`config.mk`:
```
export PLATFORM = sky130hd
export DESIGN_NAME = pairwise_dissimilarity
export DESIGN_NICKNAME = d
export VERILOG_FILES = /design/src/pd_pkg.sv /design/src/pd_front.sv /design/src/pd_queue.sv /design/src/pd_back.sv /design/src/pairwise_dissimilarity.sv
export VERILOG_INCLUDE_DIRS = /design/src /design/src/src
export SDC_FILE = /design/constraint.sdc
export NUM_CORES = 2
export LEC_CHECK = 0
export BUFFER_PORTS_ARGS = -buffer_cell sky130_fd_sc_hd__buf_2
export CAP_MARGIN = 40
export CORE_MARGIN = 2
export CORE_UTILIZATION = 40
export CTS_BUF_LIST = sky130_fd_sc_hd__clkbuf_4 sky130_fd_sc_hd__clkbuf_8
export CTS_CLUSTER_DIAMETER = 30
export DETAILED_ROUTE_END_ITERATION = 7
export MAX_ROUTING_LAYER = met4
export SYNTH_ARGS = -nofsm -noshare
export SYNTH_HDL_FRONTEND = slang
export SYNTH_SLANG_ARGS = --single-unit
```
`constraint.sdc`:
```
create_clock -name clk -period 15 [get_ports clk]
set_input_delay 3 -clock clk [delete_from_list [all_inputs] [get_ports clk]]
set_output_delay 3 -clock clk [all_outputs]
set_load 0.005 [all_outputs]
```
`src/pairwise_dissimilarity_assert.svh`:
```
// Assertion macros included by the top level to check the design.
`ifndef PAIRWISE_DISSIMILARITY_ASSERT_SVH
`define PAIRWISE_DISSIMILARITY_ASSERT_SVH

// The condition must hold in the same cycle as the trigger.
`define PD_ASSERT_IMP(name, ante, cons, msg) \
  name: assert property (@(posedge clk) disable iff (rst) (ante) |-> (cons)) \
    else $error(msg);

// The condition must hold in the cycle after the trigger.
`define PD_ASSERT_NXT(name, ante, cons, msg) \
  name: assert property (@(posedge clk) disable iff (rst) (ante) |=> (cons)) \
    else $error(msg);

`endif

```
`src/pd_pkg.sv`:
```
package pd_pkg;

  localparam int unsigned DEF_MAX_COLUMNS = 1024;
  localparam int unsigned DEF_FRAC_BITS = 16;
  localparam int unsigned DIST_W = 48;
  localparam int unsigned Q_DEPTH = 4;

  localparam logic [3:0] M_EUCL = 4'd0;
  localparam logic [3:0] M_SQEUCL = 4'd1;
  localparam logic [3:0] M_CHORD = 4'd2;
  localparam logic [3:0] M_SQCHORD = 4'd3;
  localparam logic [3:0] M_BRAY = 4'd4;
  localparam logic [3:0] M_CHISQ = 4'd5;
  localparam logic [3:0] M_SQCHISQ = 4'd6;
  localparam logic [3:0] M_MANHATTAN = 4'd7;
  localparam logic [3:0] M_GOWER = 4'd8;
  localparam logic [3:0] M_ALTGOWER = 4'd9;

  typedef struct packed {
    logic [31:0] x_value;
    logic [31:0] y_value;
    logic        x_finite;
    logic        y_finite;
    logic        last;
  } pd_in_t;

  typedef struct packed {
    logic [DIST_W-1:0] distance;
    logic              missing;
  } pd_out_t;

  // One classified column pair as it waits between the front and the back.
  typedef struct packed {
    logic [31:0] x;
    logic [31:0] y;
    logic [31:0] dev;
    logic [32:0] sum;
    logic        ok;
    logic        dz;
    logic        last;
    logic [3:0]  method;
  } pd_entry_t;

  function automatic logic [63:0] sat_add64(input logic [63:0] a, input logic [63:0] b);
    logic [64:0] s;
    s = {1'b0, a} + {1'b0, b};
    return s[64] ? '1 : s[63:0];
  endfunction

endpackage

```
`src/pd_front.sv`:
```
module pd_front (
  input  logic              clk,
  input  logic              rst,
  input  logic              cfg_we,
  input  logic [3:0]        cfg_wdata,
  input  pd_pkg::pd_in_t    item,
  output pd_pkg::pd_entry_t entry
);
  import pd_pkg::*;

  logic [3:0] method;

  always_ff @(posedge clk) begin
    if (rst) begin
      method <= M_EUCL;
    end else if (cfg_we) begin
      method <= cfg_wdata;
    end
  end

  always_comb begin
    entry.x = item.x_value;
    entry.y = item.y_value;
    entry.dev = (item.x_value >= item.y_value) ? item.x_value - item.y_value
                                               : item.y_value - item.x_value;
    entry.sum = {1'b0, item.x_value} + {1'b0, item.y_value};
    entry.ok = item.x_finite & item.y_finite;
    entry.dz = (item.x_value == 32'd0) && (item.y_value == 32'd0);
    entry.last = item.last;
    entry.method = method;
  end

endmodule

```
`src/pd_queue.sv`:
```
module pd_queue (
  input  logic              clk,
  input  logic              rst,
  input  logic              push,
  output logic              full,
  input  pd_pkg::pd_entry_t din,
  input  logic              pop,
  output logic              empty,
  output pd_pkg::pd_entry_t dout
);
  import pd_pkg::*;

  localparam int unsigned PW = (Q_DEPTH > 1) ? $clog2(Q_DEPTH) : 1;
  localparam int unsigned CW = $clog2(Q_DEPTH + 1);

  pd_entry_t       slots [Q_DEPTH];
  logic [PW-1:0]   wr_ptr;
  logic [PW-1:0]   rd_ptr;
  logic [CW-1:0]   count;
  logic            do_push;
  logic            do_pop;

  assign full = (count == CW'(Q_DEPTH));
  assign empty = (count == '0);
  assign do_push = push && !full;
  assign do_pop = pop && !empty;
  assign dout = slots[rd_ptr];

  always_ff @(posedge clk) begin
    if (do_push) begin
      slots[wr_ptr] <= din;
    end
  end

  always_ff @(posedge clk) begin
    if (rst) begin
      wr_ptr <= '0;
      rd_ptr <= '0;
      count <= '0;
    end else begin
      if (do_push) begin
        wr_ptr <= (wr_ptr == PW'(Q_DEPTH - 1)) ? '0 : wr_ptr + 1'b1;
      end
      if (do_pop) begin
        rd_ptr <= (rd_ptr == PW'(Q_DEPTH - 1)) ? '0 : rd_ptr + 1'b1;
      end
      if (do_push && !do_pop) begin
        count <= count + 1'b1;
      end else if (do_pop && !do_push) begin
        count <= count - 1'b1;
      end
    end
  end

endmodule

```
`src/pd_back.sv`:
```
module pd_back #(
  parameter int unsigned FRAC_BITS = pd_pkg::DEF_FRAC_BITS,
  parameter int unsigned MAX_COLUMNS = pd_pkg::DEF_MAX_COLUMNS
) (
  input  logic              clk,
  input  logic              rst,
  input  pd_pkg::pd_entry_t entry,
  input  logic              q_empty,
  output logic              q_pop,
  output logic              empty,
  input  logic              pop,
  output pd_pkg::pd_out_t   result
);
  import pd_pkg::*;

  // Square root operand: the widest case is the sum shifted by FRAC_BITS + 1.
  localparam int unsigned SQ_W = 65 + FRAC_BITS + ((65 + FRAC_BITS) % 2);
  localparam int unsigned RT_W = SQ_W / 2;
  localparam int unsigned RM_W = RT_W + 2;
  localparam int unsigned CNT_W = 7;
  localparam int unsigned CNTD_W = $clog2(MAX_COLUMNS + 1);

  localparam logic [3:0] S_IDLE = 4'd0;
  localparam logic [3:0] S_MUL = 4'd1;
  localparam logic [3:0] S_SQX = 4'd2;
  localparam logic [3:0] S_SQY = 4'd3;
  localparam logic [3:0] S_DIV = 4'd4;
  localparam logic [3:0] S_ACC = 4'd5;
  localparam logic [3:0] S_FIN = 4'd6;
  localparam logic [3:0] S_FSQ = 4'd7;
  localparam logic [3:0] S_FDIV = 4'd8;
  localparam logic [3:0] S_OUT = 4'd9;

  logic [3:0]        state;
  pd_entry_t         it;
  logic [31:0]       mul_op;
  logic [63:0]       prod;
  logic [63:0]       term;
  logic [63:0]       term_sum;
  logic [63:0]       total_sum;
  logic [CNTD_W-1:0] counted;
  logic [CNT_W-1:0]  cnt;
  logic [31:0]       rx;
  logic [63:0]       dist_val;
  logic              miss;
  logic              out_valid;
  pd_out_t           out_data;

  logic [SQ_W-1:0]   sq_op;
  logic [RT_W-1:0]   sq_root;
  logic [RM_W-1:0]   sq_rem;
  logic [RM_W-1:0]   sq_sh;
  logic [RM_W-1:0]   sq_trial;
  logic              sq_ge;
  logic [RM_W-1:0]   sq_rem_next;
  logic [RT_W-1:0]   sq_root_next;
  logic [31:0]       ry;

  logic [63:0]       div_r;
  logic [63:0]       div_n;
  logic [63:0]       div_q;
  logic [63:0]       div_den;
  logic [64:0]       div_sh;
  logic [64:0]       div_diff;
  logic              div_ge;
  logic [63:0]       div_r_next;
  logic [63:0]       div_q_next;

  logic              contribute;
  logic              is_chi;
  logic              can_out;

  // One bit of restoring square root per cycle.
  assign sq_sh = {sq_rem[RM_W-3:0], sq_op[SQ_W-1 -: 2]};
  assign sq_trial = {sq_root, 2'b01};
  assign sq_ge = (sq_sh >= sq_trial);
  assign sq_rem_next = sq_ge ? sq_sh - sq_trial : sq_sh;
  assign sq_root_next = {sq_root[RT_W-2:0], sq_ge};
  assign ry = sq_root_next[31:0];

  // One quotient bit of restoring division per cycle.
  assign div_sh = {div_r, div_n[63]};
  assign div_diff = div_sh - {1'b0, div_den};
  assign div_ge = (div_sh >= {1'b0, div_den});
  assign div_r_next = div_ge ? div_diff[63:0] : div_sh[63:0];
  assign div_q_next = {div_q[62:0], div_ge};

  assign prod = {32'd0, mul_op} * {32'd0, mul_op};

  assign is_chi = (entry.method == M_CHISQ) || (entry.method == M_SQCHISQ);
  assign contribute = entry.ok && (entry.method <= M_ALTGOWER) && !(is_chi && entry.dz);
  assign q_pop = (state == S_IDLE) && !q_empty;
  assign can_out = !out_valid || pop;

  assign empty = !out_valid;
  assign result = out_data;

  always_ff @(posedge clk) begin
    if (rst) begin
      state <= S_IDLE;
      term_sum <= '0;
      total_sum <= '0;
      counted <= '0;
      out_valid <= 1'b0;
    end else begin
      if ((state == S_OUT) && can_out) begin
        out_valid <= 1'b1;
      end else if (pop) begin
        out_valid <= 1'b0;
      end
      unique case (state)
        S_IDLE: begin
          if (!q_empty) begin
            it <= entry;
            if (!contribute) begin
              state <= entry.last ? S_FIN : S_IDLE;
            end else if ((entry.method == M_EUCL) || (entry.method == M_SQEUCL) || is_chi) begin
              mul_op <= entry.dev;
              state <= S_MUL;
            end else if ((entry.method == M_CHORD) || (entry.method == M_SQCHORD)) begin
              sq_op <= SQ_W'({entry.x, {FRAC_BITS{1'b0}}});
              sq_root <= '0;
              sq_rem <= '0;
              cnt <= CNT_W'(RT_W - 1);
              state <= S_SQX;
            end else begin
              term <= {32'd0, entry.dev};
              state <= S_ACC;
            end
          end
        end
        S_MUL: begin
          term <= prod;
          div_r <= '0;
          div_n <= prod;
          div_q <= '0;
          div_den <= {31'd0, it.sum};
          cnt <= CNT_W'(63);
          state <= ((it.method == M_CHISQ) || (it.method == M_SQCHISQ)) ? S_DIV : S_ACC;
        end
        S_SQX: begin
          if (cnt == '0) begin
            rx <= sq_root_next[31:0];
            sq_op <= SQ_W'({it.y, {FRAC_BITS{1'b0}}});
            sq_root <= '0;
            sq_rem <= '0;
            cnt <= CNT_W'(RT_W - 1);
            state <= S_SQY;
          end else begin
            sq_op <= sq_op << 2;
            sq_rem <= sq_rem_next;
            sq_root <= sq_root_next;
            cnt <= cnt - 1'b1;
          end
        end
        S_SQY: begin
          sq_op <= sq_op << 2;
          sq_rem <= sq_rem_next;
          sq_root <= sq_root_next;
          cnt <= cnt - 1'b1;
          if (cnt == '0) begin
            mul_op <= (rx >= ry) ? rx - ry : ry - rx;
            state <= S_MUL;
          end
        end
        S_DIV: begin
          div_r <= div_r_next;
          div_n <= div_n << 1;
          div_q <= div_q_next;
          cnt <= cnt - 1'b1;
          if (cnt == '0) begin
            term <= div_q_next;
            state <= S_ACC;
          end
        end
        S_ACC: begin
          term_sum <= sat_add64(term_sum, term);
          if (it.method == M_BRAY) begin
            total_sum <= sat_add64(total_sum, {31'd0, it.sum});
          end
          if (counted != CNTD_W'(MAX_COLUMNS)) begin
            counted <= counted + 1'b1;
          end
          state <= it.last ? S_FIN : S_IDLE;
        end
        S_FIN: begin
          sq_root <= '0;
          sq_rem <= '0;
          if ((counted == '0) || (it.method > M_ALTGOWER)) begin
            miss <= 1'b1;
            state <= S_OUT;
          end else if ((it.method == M_EUCL) || (it.method == M_CHORD)) begin
            miss <= 1'b0;
            sq_op <= SQ_W'(term_sum);
            cnt <= CNT_W'(RT_W - 1);
            state <= S_FSQ;
          end else if ((it.method == M_SQEUCL) || (it.method == M_SQCHORD)) begin
            miss <= 1'b0;
            dist_val <= term_sum >> FRAC_BITS;
            state <= S_OUT;
          end else if (it.method == M_BRAY) begin
            if (total_sum == '0) begin
              miss <= 1'b1;
              state <= S_OUT;
            end else if (term_sum >= total_sum) begin
              miss <= 1'b0;
              dist_val <= 64'd1 << FRAC_BITS;
              state <= S_OUT;
            end else begin
              miss <= 1'b0;
              div_r <= term_sum;
              div_n <= '0;
              div_q <= '0;
              div_den <= total_sum;
              cnt <= CNT_W'(FRAC_BITS - 1);
              state <= S_FDIV;
            end
          end else if (it.method == M_CHISQ) begin
            miss <= 1'b0;
            sq_op <= SQ_W'({term_sum, {FRAC_BITS{1'b0}}});
            cnt <= CNT_W'(RT_W - 1);
            state <= S_FSQ;
          end else if (it.method == M_ALTGOWER) begin
            miss <= 1'b0;
            sq_op <= SQ_W'({term_sum, {(FRAC_BITS + 1){1'b0}}});
            cnt <= CNT_W'(RT_W - 1);
            state <= S_FSQ;
          end else begin
            miss <= 1'b0;
            dist_val <= term_sum;
            state <= S_OUT;
          end
        end
        S_FSQ: begin
          sq_op <= sq_op << 2;
          sq_rem <= sq_rem_next;
          sq_root <= sq_root_next;
          cnt <= cnt - 1'b1;
          if (cnt == '0) begin
            dist_val <= 64'(sq_root_next);
            state <= S_OUT;
          end
        end
        S_FDIV: begin
          div_r <= div_r_next;
          div_n <= div_n << 1;
          div_q <= div_q_next;
          cnt <= cnt - 1'b1;
          if (cnt == '0) begin
            dist_val <= div_q_next;
            state <= S_OUT;
          end
        end
        S_OUT: begin
          if (can_out) begin
            out_data.missing <= miss;
            if (miss) begin
              out_data.distance <= '0;
            end else if (|dist_val[63:DIST_W]) begin
              out_data.distance <= '1;
            end else begin
              out_data.distance <= dist_val[DIST_W-1:0];
            end
            term_sum <= '0;
            total_sum <= '0;
            counted <= '0;
            state <= S_IDLE;
          end
        end
        default: begin
          state <= S_IDLE;
        end
      endcase
    end
  end

endmodule

```
`src/pairwise_dissimilarity.sv`:
```
// Channel   Direction  Handshake           Payload
// item      in         push / full         pd_in_t: x_value, y_value, flags, last
// result    out        pop / empty         pd_out_t: distance, missing
// config    in         cfg_we              cfg_wdata: method code
//
// Each column pair is registered into the queue, then passes in the back end through S_ACC
// (plain term), S_MUL and S_ACC (multiply), S_MUL, the bit-serial divider S_DIV and S_ACC
// (chi-square), or the roots S_SQX and S_SQY, then S_MUL and S_ACC (chord). The last pair adds
// S_FIN and S_OUT, with a final root in S_FSQ or the Bray-Curtis division in S_FDIV between.
// Reset is synchronous and clears the queue, the sums and the method register.
// A held result stalls only the back end; the queue of four keeps taking items until it fills.
module pairwise_dissimilarity #(
  parameter int unsigned FRAC_BITS = pd_pkg::DEF_FRAC_BITS,
  parameter int unsigned MAX_COLUMNS = pd_pkg::DEF_MAX_COLUMNS
) (
  input  logic            clk,
  input  logic            rst,
  input  logic            push,
  output logic            full,
  input  pd_pkg::pd_in_t  item,
  output logic            empty,
  input  logic            pop,
  output pd_pkg::pd_out_t result,
  input  logic            cfg_we,
  input  logic [3:0]      cfg_wdata
);
  import pd_pkg::*;

  pd_entry_t front_entry;
  pd_entry_t q_entry;
  logic      q_empty;
  logic      q_pop;

  pd_front u_front (
    .clk       (clk),
    .rst       (rst),
    .cfg_we    (cfg_we),
    .cfg_wdata (cfg_wdata),
    .item      (item),
    .entry     (front_entry)
  );

  pd_queue u_queue (
    .clk   (clk),
    .rst   (rst),
    .push  (push),
    .full  (full),
    .din   (front_entry),
    .pop   (q_pop),
    .empty (q_empty),
    .dout  (q_entry)
  );

  pd_back #(
    .FRAC_BITS   (FRAC_BITS),
    .MAX_COLUMNS (MAX_COLUMNS)
  ) u_back (
    .clk     (clk),
    .rst     (rst),
    .entry   (q_entry),
    .q_empty (q_empty),
    .q_pop   (q_pop),
    .empty   (empty),
    .pop     (pop),
    .result  (result)
  );

`include "pairwise_dissimilarity_assert.svh"

  `PD_ASSERT_IMP(a_missing_zero, !empty && result.missing, result.distance == '0,
                 "missing result carries a nonzero distance")
  `PD_ASSERT_IMP(a_take_nonempty, q_pop, !q_empty,
                 "back end took an entry from an empty queue")

endmodule

```
---- After elaboration in Yosys (flattened, before gate mapping) ----
Memories as Yosys holds them, arrays and structs flattened. A register that Yosys moved wholly into a read port is not among the register bits.
Cells that the tools add are included.
word-level totals
  logic and storage cells ................. 306
  output and inout port bits .............. 51
  input port bits ......................... 76
  bits in registers ....................... 893
  RAM bits ................................ 544
  memories kept ........................... 1
operators by class
  add/sub/neg operators ................... 15
  bitwise logic cells ..................... 3
  $lt $le $gt $ge ......................... 7
  reduce and logical (&&, ||, !) cells .... 65
  muxes and demuxes ....................... 130
  multipliers ............................. 1
  equality and inequality tests ........... 56
memory list
  memory         depth  bits a word  rd ports  clocked after memory_dff  write ports  RTL line        source
  u_queue.slots  4      136          1         1                         1            pd_queue.sv:16  pd_entry_t slots [Q_DEPTH];
operators by type and width
  cell              number
  $mux 64           37
  $mux 82           11
  $pmux 64 s3       4
  $mux 41           11
  $pmux 64 s2       3
  $pmux 41 s4       2
  $pmux 82 s4       1
  $mux 32           6
  $pmux 63 s3       1
  $sub 32x32->32    4
  $mux 7            13
  $add 64x33->65    1
  $add 64x64->65    1
  $ge 65x64->1      1
  $ge 32x32->1      2
  $ge 64x64->1      1
  $logic_not 32->1  2
  $logic_not 64->1  1
  $mul 32x32->64    1
  $pmux 32 s2       1
  $sub 64x64->64    1
  $mux 4            15
  $mux 48           1
  $ge 43x43->1      1
  other kinds (53)  155

---- Depth between registers and ports, before layout ----
  depth in word-level cells ............... 8
  mapped depth ............................ 31
  depth with buffers taken out ............ 28

---- Cells and area by module ----
From an unflattened synthesis, not the netlist that was laid out.
second synthesis, totals
  cells, all modules ...................... 10,328
  area, all modules ....................... 109,777.8 sq um
modules (own cells, without submodules)
  module    area an instance (sq um)  times used  cells each  sequential area each (sq um)
  pd_back   83,705.3                  1           8,689       25,044.0
  pd_queue  20,053.0                  1           760         16,515.8
  pd_front  6,019.5                   1           879         80.1

---- Worst setup path before layout ----
Ideal clock, no wire load.
  kind .................................... input to register
  start ................................... input port rst
  end ..................................... register u_back.div_n[0], enable pin
  required time ........................... 14,145 ps
  arrival ................................. 13,095 ps
  slack ................................... 1,049 ps
  cell stages on the path ................. 4
  buffers on the path ..................... 3
  cell sequence ........................... clkbuf_1 -> clkbuf_1 -> clkbuf_1 -> a31oi_1
between the ends
  cells in the longest elaborated chain, start to end .. 2
ends and longest elaborated chain
  item                               RTL line                      source
  from (decl)                        pairwise_dissimilarity.sv:17  input logic rst,
  $not 1->1 (no source line)         --
  $reduce_and 8->1 (no source line)  --
  to (signal assigned)               pd_back.sv:135                div_n <= prod;
  to (signal assigned)               pd_back.sv:168                div_n <= div_n << 1;
  to (signal assigned)               pd_back.sv:246                div_n <= div_n << 1;
  to (decl)                          pd_back.sv:60                 logic [63:0] div_n;
No other way between the ends.
A chain may end at the register's enable or synchronous reset.

---- Final worst setup path ----
  start ................................... register u_back.mul_op[16]
  end ..................................... register u_back.div_n[56], data pin
between the ends
  cells in the longest elaborated chain, start to end .. 2
ends and longest elaborated chain
  item                    RTL line        source
  from (decl)             pd_back.sv:36   logic [31:0] mul_op;
  from (signal assigned)  pd_back.sv:118  mul_op <= entry.dev;
  from (signal assigned)  pd_back.sv:162  mul_op <= (rx >= ry) ? rx - ry : ry - rx;
  $mul 32x32->64          pd_back.sv:88   assign prod = {32'd0, mul_op} * {32'd0, mul_op};
  $pmux 64 s3             pd_back.sv:111  unique case (state)
No other way between the ends.

==> impl_metrics.json <==
{
  "clk_pin_slew_ns": 0.05,
  "die_area_um2": 274700,
  "yosysTopAreaCellShare_pct": 35.47,
  "worstRegToRegCells": 27,
  "drt_iter0_drc": 8973,
  "postSynthAreaPerCell_um2": 10.56,
  "synth_edf_count": 1278,
  "avgViaCountPerCell": 5.809,
  "wl_per_cell_um": 26.65,
  "hpwl_mm": 283.8,
  "io_buffers": 126,
  "drtAntennaViolNets": 0,
  "rows": 190,
  "fin_skew_ns": 0.1174,
  "drc": 0,
  "grt_overflow": 0,
  "core_um2": 268400,
  "cts_buffers": 336,
  "yosys_most_used_dff": "edfxtp_1",
  "nNetsFinal": 12006,
  "cts_resized": 0,
  "crit_arrival_ns": 10.02,
  "grt_use_total_pct": 28.15,
  "r2r_end": "u_back.div_n[56]",
  "cp.required_ns": 15.70,
  "ys_ff_latch": 1435,
  "cts_max_path_buffers": 4,
  "routed_wl_mm": 379.5,
  "drtPass1Iterations": 7,
  "io_pins": 127,
  "synthArstFlopShare_pct": 0,
  "grt_max_degree": 90,
  "worst_pin_slew_ns": 1.131,
  "whs_ns": 0.4888,
  "htreeDepth": 5,
  "hold_end": "u_back.total_sum[39]",
  "insertion_delay_ns": 1.05,
  "die_w_um": 524.1,
  "mappedNetlistArea_um2": 108200,
  "place.gp.congestion": 0.9904,
  "synth_top_area_cell": "edfxtp_1",
  "yosys_warnings": 0,
  "max_freq_ghz": 0.1072,
  "hold_viol_final": 0,
  "setup_violations": 0,
  "start_util_pct": 40.31,
  "hold_path_startpoint": "u_back.total_sum[39]",
  "synth_most_common_cell": "inv_1",
  "cap_violations": 0,
  "layout-drive-gt1-share_pct": 11.34,
  "period_share_pct": 62.17,
  "grt_pass1_wl_mm": 557.5,
  "fin_tns_setup_ns": 0,
  "hold_class": "reg -> reg",
  "numClockSinks": 1435,
  "syn_to_final_growth_pct": 11.89,
  "synth_cell_types": 112,
  "rr_startpoint": "u_back.mul_op[16]",
  "cts_setup_buffers": 0,
  "cp-start-kind": "flop",
  "grt_pass1_vias": 83584,
  "rsz0062_at_grt": "no",
  "cp_max_fo": 26,
  "synth_seq_area_share_pct": 38.38,
  "ctsHoldBuffers": 0,
  "status": "finished, final reports clean",
  "synthCells": 10244,
  "antenna_found_initial": 21,
  "r2r_slack_ns": 5.67,
  "relSlewSlack_pct": 24.59,
  "hold_depth": 1,
  "synth_top_cells_by_area": "edfxtp_1, fa_1, ha_1",
  "ys_top_cells_by_count": "inv_1, edfxtp_1, nand2_1",
  "cp-end-kind": "flop",
  "die_y_um": 524.1,
  "cts_tree": "built",
  "maxSlewViolCount": 0,
  "worst-setup-path-type": "reg -> reg",
  "root_buffer": "clkbuf_8",
  "layout_min_cycle_time_ns": 9.325,
  "syn-num-nets": 11850,
  "vias": 82708
}
worst max-delay path, stage by stage (launching register included):
cell,delay [ns]
edfxtp_1,0.32
buf_4,0.39
clkinv_1,0.56
nor2_1,0.33
fa_1,0.48
fa_1,0.53
inv_1,0.05
fa_1,0.47
fa_1,0.52
inv_1,0.06
fa_1,0.55
fa_1,0.43
fa_1,0.49
inv_1,0.05
fa_1,0.47
inv_1,0.04
ha_1,0.40
nand4_1,0.30
nor2b_1,0.34
nand2_1,0.10
nor3_1,0.15
a41oi_1,0.11
a21oi_1,0.61
o21ai_0,0.29
a21oi_1,0.44
a41o_1,0.26
xnor2_1,0.13
o21ai_0,0.12
routing by layer:
| metal | track usage, % | routed length [um] |
|---|---|---|
| met5 | - | 0 |
| met4 | 10.72 | 16320 |
| met3 | 5.173 | 32390 |
| met2 | 42.34 | 170000 |
| met1 | 37.79 | 160700 |
logic make-up (layout without fill, tap and decap cells):
group                    after synthesis  count (layout)  synth area share [%]
AND/OR/NAND/NOR                     2430            2430                 10.53
AO/OA/AOI/OAI                       2373            2373                 14.51
buffers and inverters               1865            2301                 6.576
adder cells (fa/ha/maj)             1530            1530                 23.25
flip-flops                          1435            1435                 38.38
XOR/XNOR                             389             389                 3.149
multiplexers                         222             222                 3.613
other                                  0               7                     0
flip-flops by register name, summed over array words and instances, names as in the netlist, 49 cells and up, named ones only:
register / cells
u_back.div_n: 64
u_back.result: 49
u_back.dist_val: 64
u_back.term_sum: 64
u_queue.slots: 540
u_back.sq_op: 82
u_back.div_q: 63
u_back.it: 70
u_back.term: 64
u_back.div_r: 64
u_back.total_sum: 64
u_back.div_den: 64
worst max path at each step:
| stage | slack (ns) | cells after the start | start | to |
|---|---|---|---|---|
| 2_1_floorplan | 1.05 | 4 | rst | u_back.div_n[0] |
| 3_3_place_gp | 5.90 | 22 | u_back.mul_op[16] | u_back.term[62] |
| 3_5_place_dp | 6.02 | 27 | u_back.mul_op[16] | u_back.div_n[56] |
| 4_1_cts | 5.95 | 27 | u_back.mul_op[16] | u_back.div_n[56] |
| 5_1_grt | 5.42 | 27 | u_back.mul_op[16] | u_back.term[56] |
| 6_report | 5.67 | 27 | u_back.mul_op[16] | u_back.div_n[56] |
cells in the final DEF, fill, tap and decap left out, types with 27 or more instances in the layout:
cell	n
clkinvlp_4	28
clkinv_1	43
a222oi_1	76
buf_4	181
nor2b_1	56
a311oi_1	37
inv_1	1339
a22oi_1	37
nor3_1	77
a31oi_1	64
a22o_1	141
nand3_1	92
o21bai_1	85
nand2_1	930
buf_2	130
edfxtp_1	1278
fa_1	801
clkbuf_8	358
and3_1	110
o31ai_1	34
mux4_2	134
dfxtp_1	155
and2_1	251
a21oi_1	720
o211ai_1	27
clkbuf_4	80
clkinv_2	49
nand4_1	105
a211oi_1	77
a21o_1	259
o21ai_0	495
nor4_1	55
nand2b_1	60
ha_1	729
bufinv_16	41
xor2_1	159
mux2i_1	83
nor2_1	563
o21a_1	41
xnor2_1	229
cell type report:
| class | count | area (um2) |
|---|---|---|
| antenna | 7 | 17.52 |
| clock buffer | 438 | 5528 |
| clock inverter | 180 | 2064 |
| fill | 25033 | 147300 |
| inverter | 1344 | 5045 |
| multi-input combinational | 6944 | 59810 |
| sequential | 1435 | 41530 |
| tap | 3552 | 4444 |
| timing repair buffer | 339 | 2618 |
metrics by stage:
step	utilization, %	std cells	area [um2]	setup slack, ns
after global placement	42.03	13579	112800	5.905
final	45.10	14239	121100	5.675
after global routing	45.10	14236	121100	5.417
after floorplan	-	10244	108200	1.049
after detailed placement	42.26	13612	113400	6.017
after CTS	45.09	14230	121000	5.946
Power is not shown: default switching activity piles up to over one toggle a cycle in this logic, so the estimate is an artifact.
